### config.mk
export PLATFORM = sky130hd
export DESIGN_NAME = compressed_frame_header_window_parser_top
export DESIGN_NICKNAME = d
export VERILOG_FILES = /design/src/rtl/cfhwp_pkg.sv /design/src/rtl/cfhwp_parse.sv /design/src/rtl/cfhwp_outq.sv /design/src/rtl/compressed_frame_header_window_parser_top.sv
export VERILOG_INCLUDE_DIRS = /design/src /design/src/rtl
export SDC_FILE = /design/constraint.sdc
export NUM_CORES = 1
export LEC_CHECK = 0
export BUFFER_PORTS_ARGS = -buffer_cell sky130_fd_sc_hd__buf_2
export CORE_ASPECT_RATIO = 1.2
export CORE_MARGIN = 1
export CORE_UTILIZATION = 62
export CTS_CLUSTER_DIAMETER = 100
export CTS_CLUSTER_SIZE = 30
export DETAILED_ROUTE_END_ITERATION = 7
export HOLD_SLACK_MARGIN = 0.05
export PLACE_DENSITY = 0.87
export SLEW_MARGIN = 20
export SYNTH_ARGS = -nofsm -noshare
export SYNTH_HDL_FRONTEND = slang
export SYNTH_SLANG_ARGS = --single-unit
### constraint.sdc
create_clock -name clk -period 12.7 [get_ports clk]
set_input_delay 2.54 -clock clk [delete_from_list [all_inputs] [get_ports clk]]
set_output_delay 2.54 -clock clk [all_outputs]
set_load 0.01 [all_outputs]
### src/rtl/compressed_frame_header_window_parser_top_assert.svh
// Assertion macros for the frame header parser
`ifndef COMPRESSED_FRAME_HEADER_WINDOW_PARSER_TOP_ASSERT_SVH
`define COMPRESSED_FRAME_HEADER_WINDOW_PARSER_TOP_ASSERT_SVH

// same-cycle implication, checked out of reset
`define CFHWP_ASSERT_NOW(lbl, ante, cons, msg) \
    lbl: assert property (@(posedge clk) disable iff (!rst_n) (ante) |-> (cons)) \
        else $error(msg);

// next-cycle implication, checked out of reset
`define CFHWP_ASSERT_NEXT(lbl, ante, cons, msg) \
    lbl: assert property (@(posedge clk) disable iff (!rst_n) (ante) |=> (cons)) \
        else $error(msg);

`endif

### src/rtl/cfhwp_pkg.sv
// Package: types, codes and helpers for the frame header parser
package cfhwp_pkg;

    localparam logic [31:0] MAGIC_MODERN    = 32'hFD2F_B528;
    localparam logic [31:0] MAGIC_LEGACY_LO = 32'hFD2F_B524;
    localparam logic [31:0] MAGIC_SKIP_BASE = 32'h184D_2A50;
    localparam logic [31:0] MAGIC_SKIP_MASK = 32'hFFFF_FFF0;
    localparam logic [63:0] LEGACY_CAP      = 64'h0000_0000_0800_0000;
    localparam logic [63:0] LEGACY_MIN_WIN  = 64'd1024;
    localparam int          MAX_WIN_W       = 43;

    typedef enum logic [1:0] {
        KIND_MODERN = 2'd0,
        KIND_LEGACY = 2'd1,
        KIND_SKIP   = 2'd2
    } kind_t;

    typedef enum logic [2:0] {
        ST_OK         = 3'd0,
        ST_BAD_MAGIC  = 3'd1,
        ST_RESERVED   = 3'd2,
        ST_TOO_LARGE  = 3'd3,
        ST_OVER_LIMIT = 3'd4,
        ST_TRUNCATED  = 3'd5
    } status_t;

    typedef struct packed {
        kind_t       kind;
        logic [2:0]  ver;
        logic [63:0] win;
        logic [4:0]  len;
        status_t     status;
    } result_t;

    // 4..7 for a legacy magic, else 0
    function automatic logic [2:0] legacy_ver(input logic [31:0] m);
        logic [2:0] v;
        v = 3'd0;
        if (m[31:2] == MAGIC_LEGACY_LO[31:2])
            v = {1'b1, m[1:0]};
        return v;
    endfunction

    // dictionary id length in bytes from descriptor bits 1:0
    function automatic logic [4:0] dict_len(input logic [1:0] code);
        logic [4:0] n;
        unique case (code)
            2'd0: n = 5'd0;
            2'd1: n = 5'd1;
            2'd2: n = 5'd2;
            default: n = 5'd4;
        endcase
        return n;
    endfunction

endpackage

### src/rtl/cfhwp_parse.sv
// Header byte parser: frame state registers and per-byte result logic
module cfhwp_parse
    import cfhwp_pkg::*;
(
    input  logic                 clk,
    input  logic                 rst_n,
    input  logic                 in_accept,
    input  logic                 start_req,
    input  logic [7:0]           data_byte,
    input  logic [MAX_WIN_W-1:0] max_window,
    output logic                 res_valid,
    output result_t              res
);

    logic [4:0]  byte_count_reg, byte_count_next;
    logic [31:0] magic_word_reg, magic_word_next;
    logic [7:0]  frame_desc_reg, frame_desc_next;
    logic [63:0] csize_acc_reg, csize_acc_next;
    logic        active_reg, active_next;

    logic [4:0]  idx;
    logic [31:0] magic_base;
    logic [31:0] magic_new;
    logic [2:0]  ver;
    logic [2:0]  ver_new;
    logic [5:0]  wlog;
    logic [5:0]  wshift;
    logic [63:0] wd_win;
    logic [4:0]  off;
    logic [4:0]  fcs_len;
    logic [4:0]  rel;
    logic [63:0] csize_new;
    logic [63:0] fcs;
    logic [4:0]  last_idx;
    logic        raw_valid;
    result_t     raw;

    always_ff @(posedge clk or negedge rst_n)
    begin
        if (!rst_n)
        begin
            byte_count_reg <= '0;
            magic_word_reg <= '0;
            frame_desc_reg <= '0;
            csize_acc_reg  <= '0;
            active_reg     <= 1'b0;
        end
        else
        begin
            byte_count_reg <= byte_count_next;
            magic_word_reg <= magic_word_next;
            frame_desc_reg <= frame_desc_next;
            csize_acc_reg  <= csize_acc_next;
            active_reg     <= active_next;
        end
    end

    always_comb
    begin
        byte_count_next = byte_count_reg;
        magic_word_next = magic_word_reg;
        frame_desc_next = frame_desc_reg;
        csize_acc_next  = csize_acc_reg;
        active_next     = active_reg;
        raw_valid       = 1'b0;
        raw             = '{kind: KIND_MODERN, ver: 3'd0, win: 64'd0, len: 5'd0,
                            status: ST_OK};

        idx        = start_req ? 5'd0 : byte_count_reg;
        magic_base = start_req ? 32'd0 : magic_word_reg;
        magic_new  = magic_base | ({24'd0, data_byte} << {idx[1:0], 3'b000});
        ver        = legacy_ver(magic_word_reg);
        ver_new    = legacy_ver(magic_new);

        // window descriptor: (8 + mantissa) << (exponent + 7)
        wlog   = {1'b0, data_byte[7:3]} + 6'd10;
        wshift = {1'b0, data_byte[7:3]} + 6'd7;
        wd_win = {60'd0, 1'b1, data_byte[2:0]} << wshift;

        off       = 5'd5 + dict_len(frame_desc_reg[1:0]);
        fcs_len   = 5'd1 << frame_desc_reg[7:6];
        last_idx  = off + fcs_len - 5'd1;
        rel       = idx - off;
        csize_new = csize_acc_reg | ({56'd0, data_byte} << {rel[2:0], 3'b000});
        fcs       = csize_new + ((frame_desc_reg[7:6] == 2'd1) ? 64'd256 : 64'd0);

        if (in_accept && (start_req || active_reg))
        begin
            if (start_req && active_reg)
            begin
                // restart while a header is open: report truncation
                raw_valid  = 1'b1;
                raw.status = ST_TRUNCATED;
                raw.len    = byte_count_reg;
                if (byte_count_reg >= 5'd4)
                begin
                    raw.ver  = ver;
                    raw.kind = (ver != 3'd0) ? KIND_LEGACY : KIND_MODERN;
                end
            end

            active_next     = 1'b1;
            byte_count_next = idx + 5'd1;
            if (start_req)
            begin
                frame_desc_next = '0;
                csize_acc_next  = '0;
            end

            if (idx < 5'd4)
            begin
                magic_word_next = magic_new;
                if (idx == 5'd3)
                begin
                    if ((magic_new & MAGIC_SKIP_MASK) == MAGIC_SKIP_BASE)
                    begin
                        raw_valid   = 1'b1;
                        raw.kind    = KIND_SKIP;
                        raw.len     = 5'd4;
                        active_next = 1'b0;
                    end
                    else if (magic_new != MAGIC_MODERN && ver_new == 3'd0)
                    begin
                        raw_valid   = 1'b1;
                        raw.len     = 5'd4;
                        raw.status  = ST_BAD_MAGIC;
                        active_next = 1'b0;
                    end
                end
            end
            else if (idx == 5'd4)
            begin
                frame_desc_next = data_byte;
                raw.ver  = ver;
                raw.kind = (ver != 3'd0) ? KIND_LEGACY : KIND_MODERN;
                raw.len  = 5'd5;
                if (ver == 3'd4 || ver == 3'd5)
                begin
                    raw_valid   = 1'b1;
                    active_next = 1'b0;
                    if (data_byte[7:4] != 4'd0)
                        raw.status = ST_RESERVED;
                    else
                        raw.win = 64'd1 << ({2'b00, data_byte[3:0]} + 6'd11);
                end
                else if (ver == 3'd6)
                begin
                    raw_valid   = 1'b1;
                    active_next = 1'b0;
                    if (data_byte[5])
                        raw.status = ST_RESERVED;
                    else
                        raw.win = 64'd1 << ({2'b00, data_byte[3:0]} + 6'd12);
                end
                else if (data_byte[3])
                begin
                    raw_valid   = 1'b1;
                    active_next = 1'b0;
                    raw.status  = ST_RESERVED;
                end
            end
            else if (!frame_desc_reg[5])
            begin
                raw_valid   = 1'b1;
                active_next = 1'b0;
                raw.ver     = ver;
                raw.kind    = (ver != 3'd0) ? KIND_LEGACY : KIND_MODERN;
                raw.len     = 5'd6;
                if (ver != 3'd0 && (wlog > 6'd27 || wd_win > LEGACY_CAP))
                    raw.status = ST_TOO_LARGE;
                else
                    raw.win = wd_win;
            end
            else if (idx >= off)
            begin
                csize_acc_next = csize_new;
                if (idx == last_idx)
                begin
                    raw_valid   = 1'b1;
                    active_next = 1'b0;
                    raw.ver     = ver;
                    raw.kind    = (ver != 3'd0) ? KIND_LEGACY : KIND_MODERN;
                    raw.len     = off + fcs_len;
                    if (ver == 3'd0)
                        raw.win = fcs;
                    else if (fcs > LEGACY_CAP)
                        raw.status = ST_TOO_LARGE;
                    else
                        raw.win = (fcs < LEGACY_MIN_WIN) ? LEGACY_MIN_WIN : fcs;
                end
            end
        end
    end

    // configured limit on legacy windows
    always_comb
    begin
        res       = raw;
        res_valid = raw_valid;
        if (raw.kind == KIND_LEGACY && raw.status == ST_OK && max_window != '0
            && raw.win > {{(64-MAX_WIN_W){1'b0}}, max_window})
        begin
            res.status = ST_OVER_LIMIT;
            res.win    = 64'd0;
        end
    end

endmodule

### src/rtl/cfhwp_outq.sv
// Two-entry result queue between the parser and the output channel
module cfhwp_outq
    import cfhwp_pkg::*;
(
    input  logic    clk,
    input  logic    rst_n,
    input  logic    push,
    input  result_t push_data,
    input  logic    pop,
    output logic    head_valid,
    output logic    full,
    output result_t head
);

    logic [1:0] count_reg, count_next;
    result_t    head_reg, head_next;
    result_t    tail_reg, tail_next;

    always_ff @(posedge clk or negedge rst_n)
    begin
        if (!rst_n)
            count_reg <= '0;
        else
            count_reg <= count_next;
    end

    always_ff @(posedge clk)
    begin
        head_reg <= head_next;
        tail_reg <= tail_next;
    end

    always_comb
    begin
        head_next  = head_reg;
        tail_next  = tail_reg;
        count_next = count_reg;
        unique case (count_reg)
            2'd0:
            begin
                if (push)
                begin
                    head_next  = push_data;
                    count_next = 2'd1;
                end
            end
            2'd1:
            begin
                if (pop && push)
                    head_next = push_data;
                else if (push)
                begin
                    tail_next  = push_data;
                    count_next = 2'd2;
                end
                else if (pop)
                    count_next = 2'd0;
            end
            2'd2:
            begin
                // no push while full
                if (pop)
                begin
                    head_next  = tail_reg;
                    count_next = 2'd1;
                end
            end
            default:
                count_next = 2'd0;
        endcase
    end

    assign head_valid = (count_reg != 2'd0);
    assign full       = (count_reg == 2'd2);
    assign head       = head_reg;

endmodule

### src/rtl/compressed_frame_header_window_parser_top.sv
// Top level of the compressed frame header parser
// Takes one header byte per cycle (start_req marks a frame's first byte) and gives one
// result per completed or abandoned header: frame kind, legacy version, window size,
// header length and status. Each byte is parsed in the cycle it is transferred and its
// result, if any, enters a two-entry output queue, so a result appears on out_valid the
// cycle after the byte that finishes the header if no earlier result is queued. in_stall
// rises only when both queue entries are occupied; with the output side free, a byte is
// taken every cycle. max_window is written through the cfg port, which is always ready;
// write it only while no header is being parsed.
module compressed_frame_header_window_parser_top
    import cfhwp_pkg::*;
(
    input  logic                 clk,
    input  logic                 rst_n,
    input  logic                 in_valid,
    output logic                 in_stall,
    input  logic                 start_req,
    input  logic [7:0]           data_byte,
    output logic                 out_valid,
    input  logic                 out_stall,
    output logic [1:0]           frame_kind,
    output logic [2:0]           legacy_version,
    output logic [63:0]          window_size,
    output logic [4:0]           header_length,
    output logic [2:0]           status,
    input  logic                 cfg_valid,
    output logic                 cfg_ready,
    input  logic [MAX_WIN_W-1:0] cfg_data
);

    `include "compressed_frame_header_window_parser_top_assert.svh"

    logic [MAX_WIN_W-1:0] max_window_reg;
    logic                 in_accept;
    logic                 out_accept;
    logic                 res_valid;
    logic                 q_full;
    result_t              res;
    result_t              head;

    assign cfg_ready = 1'b1;

    always_ff @(posedge clk or negedge rst_n)
    begin
        if (!rst_n)
            max_window_reg <= '0;
        else if (cfg_valid && cfg_ready)
            max_window_reg <= cfg_data;
    end

    assign in_stall   = q_full;
    assign in_accept  = in_valid && !in_stall;
    assign out_accept = out_valid && !out_stall;

    cfhwp_parse u_parse (
        .clk        (clk),
        .rst_n      (rst_n),
        .in_accept  (in_accept),
        .start_req  (start_req),
        .data_byte  (data_byte),
        .max_window (max_window_reg),
        .res_valid  (res_valid),
        .res        (res)
    );

    cfhwp_outq u_outq (
        .clk        (clk),
        .rst_n      (rst_n),
        .push       (res_valid),
        .push_data  (res),
        .pop        (out_accept),
        .head_valid (out_valid),
        .full       (q_full),
        .head       (head)
    );

    assign frame_kind     = head.kind;
    assign legacy_version = head.ver;
    assign window_size    = head.win;
    assign header_length  = head.len;
    assign status         = head.status;

    `CFHWP_ASSERT_NOW(a_stall_needs_result, in_stall, out_valid, "stall with empty queue")
    `CFHWP_ASSERT_NOW(a_err_win_zero, out_valid && status != ST_OK, window_size == 64'd0, "error result carries a window")
    `CFHWP_ASSERT_NOW(a_skip_len, out_valid && frame_kind == KIND_SKIP, header_length == 5'd4 && window_size == 64'd0, "bad skippable result")
    `CFHWP_ASSERT_NOW(a_min_len, out_valid && status != ST_TRUNCATED, header_length >= 5'd4, "short header length")
    `CFHWP_ASSERT_NEXT(a_full_holds, q_full && out_stall, out_valid && in_stall, "full queue lost an entry")

endmodule
### After elaboration in Yosys (flattened, before gate mapping)

Index checks and enable logic that the tools add are counted.

| word-level totals | value |
|---|---|
| register bits after elaboration | 309 |
| input port bits | 57 |
| output and inout bits | 80 |

| cells by class | value |
|---|---|
| add/sub/neg operators | 10 |
| muxes and demuxes | 84 |
| shift operators | 6 |
| bitwise gates (word level) | 3 |
| reductions and logical operators | 29 |
| order comparisons | 8 |
| equal/unequal tests | 21 |

Operator list:

| operator | number |
|---|---|
| 2-to-1 mux 64 bit | 14 |
| 2-to-1 mux 77 bit | 8 |
| case mux 77 bit (3 select lines) | 1 |
| greater-than comparator 64 x 28 -> 1 bit (second input constant) | 2 |
| left shift 1 x 6 -> 64 bit (first input constant) | 2 |
| 2-to-1 mux 67 bit | 1 |
| adder 64 bit | 1 |
| greater-than comparator 64 x 43 -> 1 bit | 1 |
| < comparator 64 x 11 -> 1 bit (second input constant) | 1 |
| OR 64 bit | 1 |
| left shift 4 x 6 -> 64 bit | 1 |
| left shift 8 x 6 -> 64 bit | 1 |
| == test 30 bit (second input constant) | 2 |
| 2-to-1 mux 8 bit | 7 |
| nonzero test 43 bit | 1 |
| 2-to-1 mux 3 bit | 12 |
| 2-to-1 mux 32 bit | 1 |
| inequality test 32 bit (second input constant) | 1 |
| OR 32 bit | 1 |
| left shift 8 x 5 -> 32 bit | 1 |
| == test 28 x 25 -> 1 bit (second input constant) | 1 |
| 2-to-1 mux 1 bit | 25 |
| 2-to-1 mux 5 bit | 4 |
| 2-to-1 mux 2 bit | 8 |
| 37 further kinds | 63 |

### Depth between registers and ports, before layout

| logic depth | value |
|---|---|
| depth in word-level cells | 24 |
| mapped depth | 44 |
| gate-level depth less buffers | 38 |

### Hierarchy

A second synthesis with hierarchy kept.

| second synthesis, totals | value |
|---|---|
| cell total of the unflattened synthesis | 1995 |
| area, all modules | 19356.1 um^2 |

Modules (own cells, without submodules):

| module | area each (um^2) | cells each | seq. area each (um^2) | times used |
|---|---|---|---|---|
| cfhwp_parse | 11777.5 | 1647 | 2677.6 | 1 |
| cfhwp_outq | 5753.0 | 253 | 4674.5 | 1 |
| compressed_frame_header_window_parser_top | 1825.5 | 95 | 1076.0 | 1 |

### Least setup slack after synthesis

OpenSTA, ideal clock, no wires.

| timing path | value |
|---|---|
| path kind | input-to-reg |
| from | input start_req |
| to | register u_outq.head_reg (netlist bit u_outq.head[0]), enable pin |
| path buffers | 2 |
| setup time | 618 ps |
| slack | 1793 ps |
| cell stages on the path | 16 |
| arrival time | 10289 ps |
| path through | buf_6 nor2b_2 buf_1 inv_1 ha_1 inv_1 nand2_1 maj3_1 a21o_1 a211o_1 o2111a_1 or2_2 a31oi_1 a21oi_1 nand2_1 o21ai_0 |

| between the ends | value |
|---|---|
| cells in the longest elaborated chain, start to end | 15 |
| elaborated cells between the ends (all ways) | 35 |
| those cells by class | order compare: 2; eq/ne: 8; shift: 1; mux: 16; bitwise: 1; reduce/logical: 7 |

Ends and longest elaborated chain:

| what | line | source |
|---|---|---|
| start: declaration | compressed_frame_header_window_parser_top.sv:17 | `input logic start_req,` |
| 2-to-1 mux 5 bit | cfhwp_parse.sv:69 | `idx = start_req ? 5'd0 : byte_count_reg;` |
| left shift 8 x 5 -> 32 bit | cfhwp_parse.sv:71 | `magic_new = magic_base \| ({24'd0, data_byte} << {idx[1:0], 3'b000});` |
| OR 32 bit | cfhwp_parse.sv:71 |  |
| == test 30 bit | cfhwp_pkg.sv:39 | `if (m[31:2] == MAGIC_LEGACY_LO[31:2])` |
| 2-to-1 mux 3 bit | cfhwp_pkg.sv:39 |  |
| logical NOT 3 bit | cfhwp_parse.sv:122 | `else if (magic_new != MAGIC_MODERN && ver_new == 3'd0)` |
| logical AND 1 bit | cfhwp_parse.sv:122 |  |
| 2-to-1 mux 1 bit | cfhwp_parse.sv:122 |  |
| 2-to-1 mux 1 bit | cfhwp_parse.sv:115 | `if ((magic_new & MAGIC_SKIP_MASK) == MAGIC_SKIP_BASE)` |
| 2-to-1 mux 1 bit | cfhwp_parse.sv:113 | `if (idx == 5'd3)` |
| 2-to-1 mux 1 bit | cfhwp_parse.sv:110 | `if (idx < 5'd4)` |
| 2-to-1 mux 1 bit * | cfhwp_parse.sv:87 | `if (in_accept && (start_req \|\| active_reg))` |
| logical AND 1 bit | cfhwp_outq.sv:49 | `if (pop && push)` |
| inequality test 2 x 1 -> 1 bit (no line) | -- |  |
| AND reduction 4 bit (no line) * | -- |  |
| end signal: assignment | cfhwp_outq.sv:29 | `head_reg <= head_next;` |
| end: declaration | cfhwp_outq.sv:16 | `result_t head_reg, head_next;` |

Every way passes the cells marked *; elsewhere a longest branch is shown, timed or not.
A chain may end at the register's enable or synchronous reset.

==> flow_summary_export.csv <==
group,metric,value,unit
logic_synthesis,synthArstFlopShare,49.7,%
logic_synthesis,ys_seq_elements,306,
die,rows,71,
clock_network,numClockSinks,306,
routing,postRouteAntennaNets,0,
routing,viasPerCell,6.91,
placed_design,hpwl,48700,um
finish,diodes,0,
timing,relSlewSlack,28.6,%
logic_synthesis,synth_edf_count,154,
die,initial_core_util,62.9,%
routing,wl,66100,um
timing,fin_skew,35.6,ps
worst_hold_path,hold_path.class,"flip-flop to flip-flop",
timing,setup_viol,0,
clock_network,cts_root_buffer,"clkbuf_16",
setup_path,cpMaxStageDelayCell,"or4_1",
clock_network,clockBufferDepth,3,
logic_synthesis,synth_area,0.0197,mm^2
finish,mostFrequentLayoutCells,"nand2_1 (233), nor2_1 (184), o21ai_0 (171)",
global_routing,grt_max_degree,88,
setup_path,worstSetupStartpointType,"input pin",
setup_path,arrival,12120,ps
pwr,power.leakage,0.00861,uW
die,pin_count,137,
routing,drt-initial-drc-count,2534,
logic_synthesis,synth.distinct_cells,111,
clock_network,clk_latency,540,ps
logic_synthesis,ys_warn_count,0,
die,die_w,165,um
clock_network,hold_buffers,0,
pwr,ir_drop,0.000211,V
routing,wl_per_cell,25.1,um
global_routing,grt_pass1_wl,99900,um
job,maxCapViolations,0,
logic_synthesis,syn_inst,2162,
setup_path,worstSetupPathType,"input pin to flip-flop",
setup_path,cpPeakStageDelay,560,ps
logic_synthesis,yosysTopAreaCell,"edfxtp_1",
timing,fmax,85.3,MHz
routing,first_pass_iters,7,
die,fp.dieH,197,um
timing,slew_violations,0,
logic_synthesis,synth_nets,2284,
timing,rsz0062_at_grt,"false",
clock_network,cts_tree,"yes",
global_routing,grt_usage,40.5,%
finish,drive_gt1_share,13.2,%
finish,fin_cells,2630,
die,core_area,0.0314,mm^2
logic_synthesis,synth_top_cell_area_share,23.4,%
clock_network,cts_resized,0,
outcome,status,"completed",
global_routing,grt_antenna_before_repair,0,
clock_network,htree_levels,1,
finish,utilization,67.1,%
global_routing,grt_pass1_vias,17055,
finish,mostFrequentLayoutCell,"nand2_1",
timing,finalCritPeriodShare,92.3,%
pwr,power.density,157,mW/mm^2
clock_network,clk_pin_slew_worst_paths,120,ps
logic_synthesis,syn_avg_cell_area,9.12,um^2
clock_network,cts_buffers,14,
routing,vias,18180,
placed_design,port_buffers,135,
die,dieArea,0.0325,mm^2
clock_network,post_cts_buffers,0,
timing,period_needed,11730,ps
finish,fin_nets,2343,
logic_synthesis,ys_top_cells_by_area,"edfxtp_1 (23%), dfrtp_1 (19%), nand2_1 (4.4%), o21ai_0 (4.4%), ha_1 (4.1%)",
timing,hold_viol,0,
global_routing,grt_remaining_overflow,0,
placed_design,dp.cells,2606,
timing,worst_slew_pin_slew,1070,ps
routing,drc_errors,0,
logic_synthesis,yosysSeqAreaShare,42.7,%
finish,areaGrowthSynthToFinish,6.67,%
setup_path,path_max_fanout,28,
pwr,finalPower,3290,uW
setup_path,crit_required,13090,ps
logic_synthesis,synth-main-ff-cell,"edfxtp_1",
setup_path,worst_setup_path_end_kind,"flip-flop",
placed_design,gp_congestion,0.990,
timing,tns,0,ps
[stage by stage]
| stage | worst slack [ps] | hold slack [ps] | cell area [um^2] |
|---|---|---|---|
| floorplan | 1790 | 450 | 19700 |
| global placement | 1180 | 462 | 20600 |
| detailed placement | 708 | 473 | 20600 |
| CTS | 1220 | 499 | 21000 |
| global route | 479 | 522 | 21000 |
| finish | 973 | 499 | 21000 |
[cells by family after synthesis]
| family | count (synthesis) | synth area share (%) |
|---|---|---|
| and+or+nand+nor | 802 | 20.7 |
| AOI/OAI and AO/OA | 661 | 22.6 |
| DFF | 306 | 42.7 |
| buffers and inverters | 222 | 4.77 |
| xor gates and xnor gates | 77 | 3.53 |
| adders and majority gates | 67 | 4.22 |
| muxes | 26 | 1.41 |
| other | 1 | 0.0190 |
[layer usage]
layer | share of wire, % | GRT usage, % | up-vias
met4 | 6.0 | 20.9 | 0
met5 | 0 | 0 | -
met1 | 39 | 54.7 | 8596
met2 | 45 | 63.5 | 1212
met3 | 9.8 | 5.31 | 232
li1 | - | - | 8140
[worst paths after layout]
check                      cells past startpoint                 startpoint                        end  slack (ps)
max                                           37                  start_req            u_outq.head[36]         970
min                                            2  u_parse.csize_acc_reg[26]  u_parse.csize_acc_reg[26]         500
max reg2reg                                   34  u_parse.byte_count_reg[1]            u_outq.head[36]        2550
min reg2reg                                    2  u_parse.csize_acc_reg[26]  u_parse.csize_acc_reg[26]         500
max in group asynchronous                      2                      rst_n  u_parse.csize_acc_reg[55]        9170
min in group asynchronous                      1                      rst_n         max_window_reg[12]        2040
[final cells by class]
type / count / area, um^2
multi-input combinational: 1634 / 10400
fill: 2531 / 10300
sequential: 306 / 8430
timing repair buffer: 170 / 945
tap: 401 / 502
clock buffer: 21 / 402
inverter: 95 / 358
clock inverter: 3 / 30.0
[synthesized netlist by cell type, drive strengths merged (6+ instances only)]
master and n:
a41oi 16, nor4 41, or4 14, nor2b 20, mux2 14, or2 11
o22ai 37, buf 38, a21boi 6, o31ai 23, a21o 66, ha 65
a22o 25, xor2 28, mux2i 12, a31oi 38, nand4 51, a211oi 14
nand2b 16, clkbuf 89, or3 17, o21a 7, xnor2 48, edfxtp 154
and4 8, o211ai 12, nand2 235, dfrtp 152, and2 27, inv 91
a32o 9, nor2 200, o311ai 7, o21ai 176, nor3 75, nor4b 6
a22oi 7, o2111ai 8, nand3 45, o31a 12, and3 21, a21oi 135
[power breakdown]
part	leakage (uW)	internal, uW	total [uW]	switching, uW
registers	0.00344	1210	1330	120
clock network	0.000211	229	557	328
logic	0.00496	454	1400	950
total	0.00861	1900	3290	1400
[critical path, delay by kind of cell]
kind / cells / cell delay [ps]
adder cells (fa/ha/maj): 5 / 1380
AND/OR/NAND/NOR: 9 / 2450
multiplexers: 2 / 480
buffers and inverters: 3 / 520
AO/OA/AOI/OAI: 18 / 4740
No activity file was read; power rests on OpenSTA's default activity.
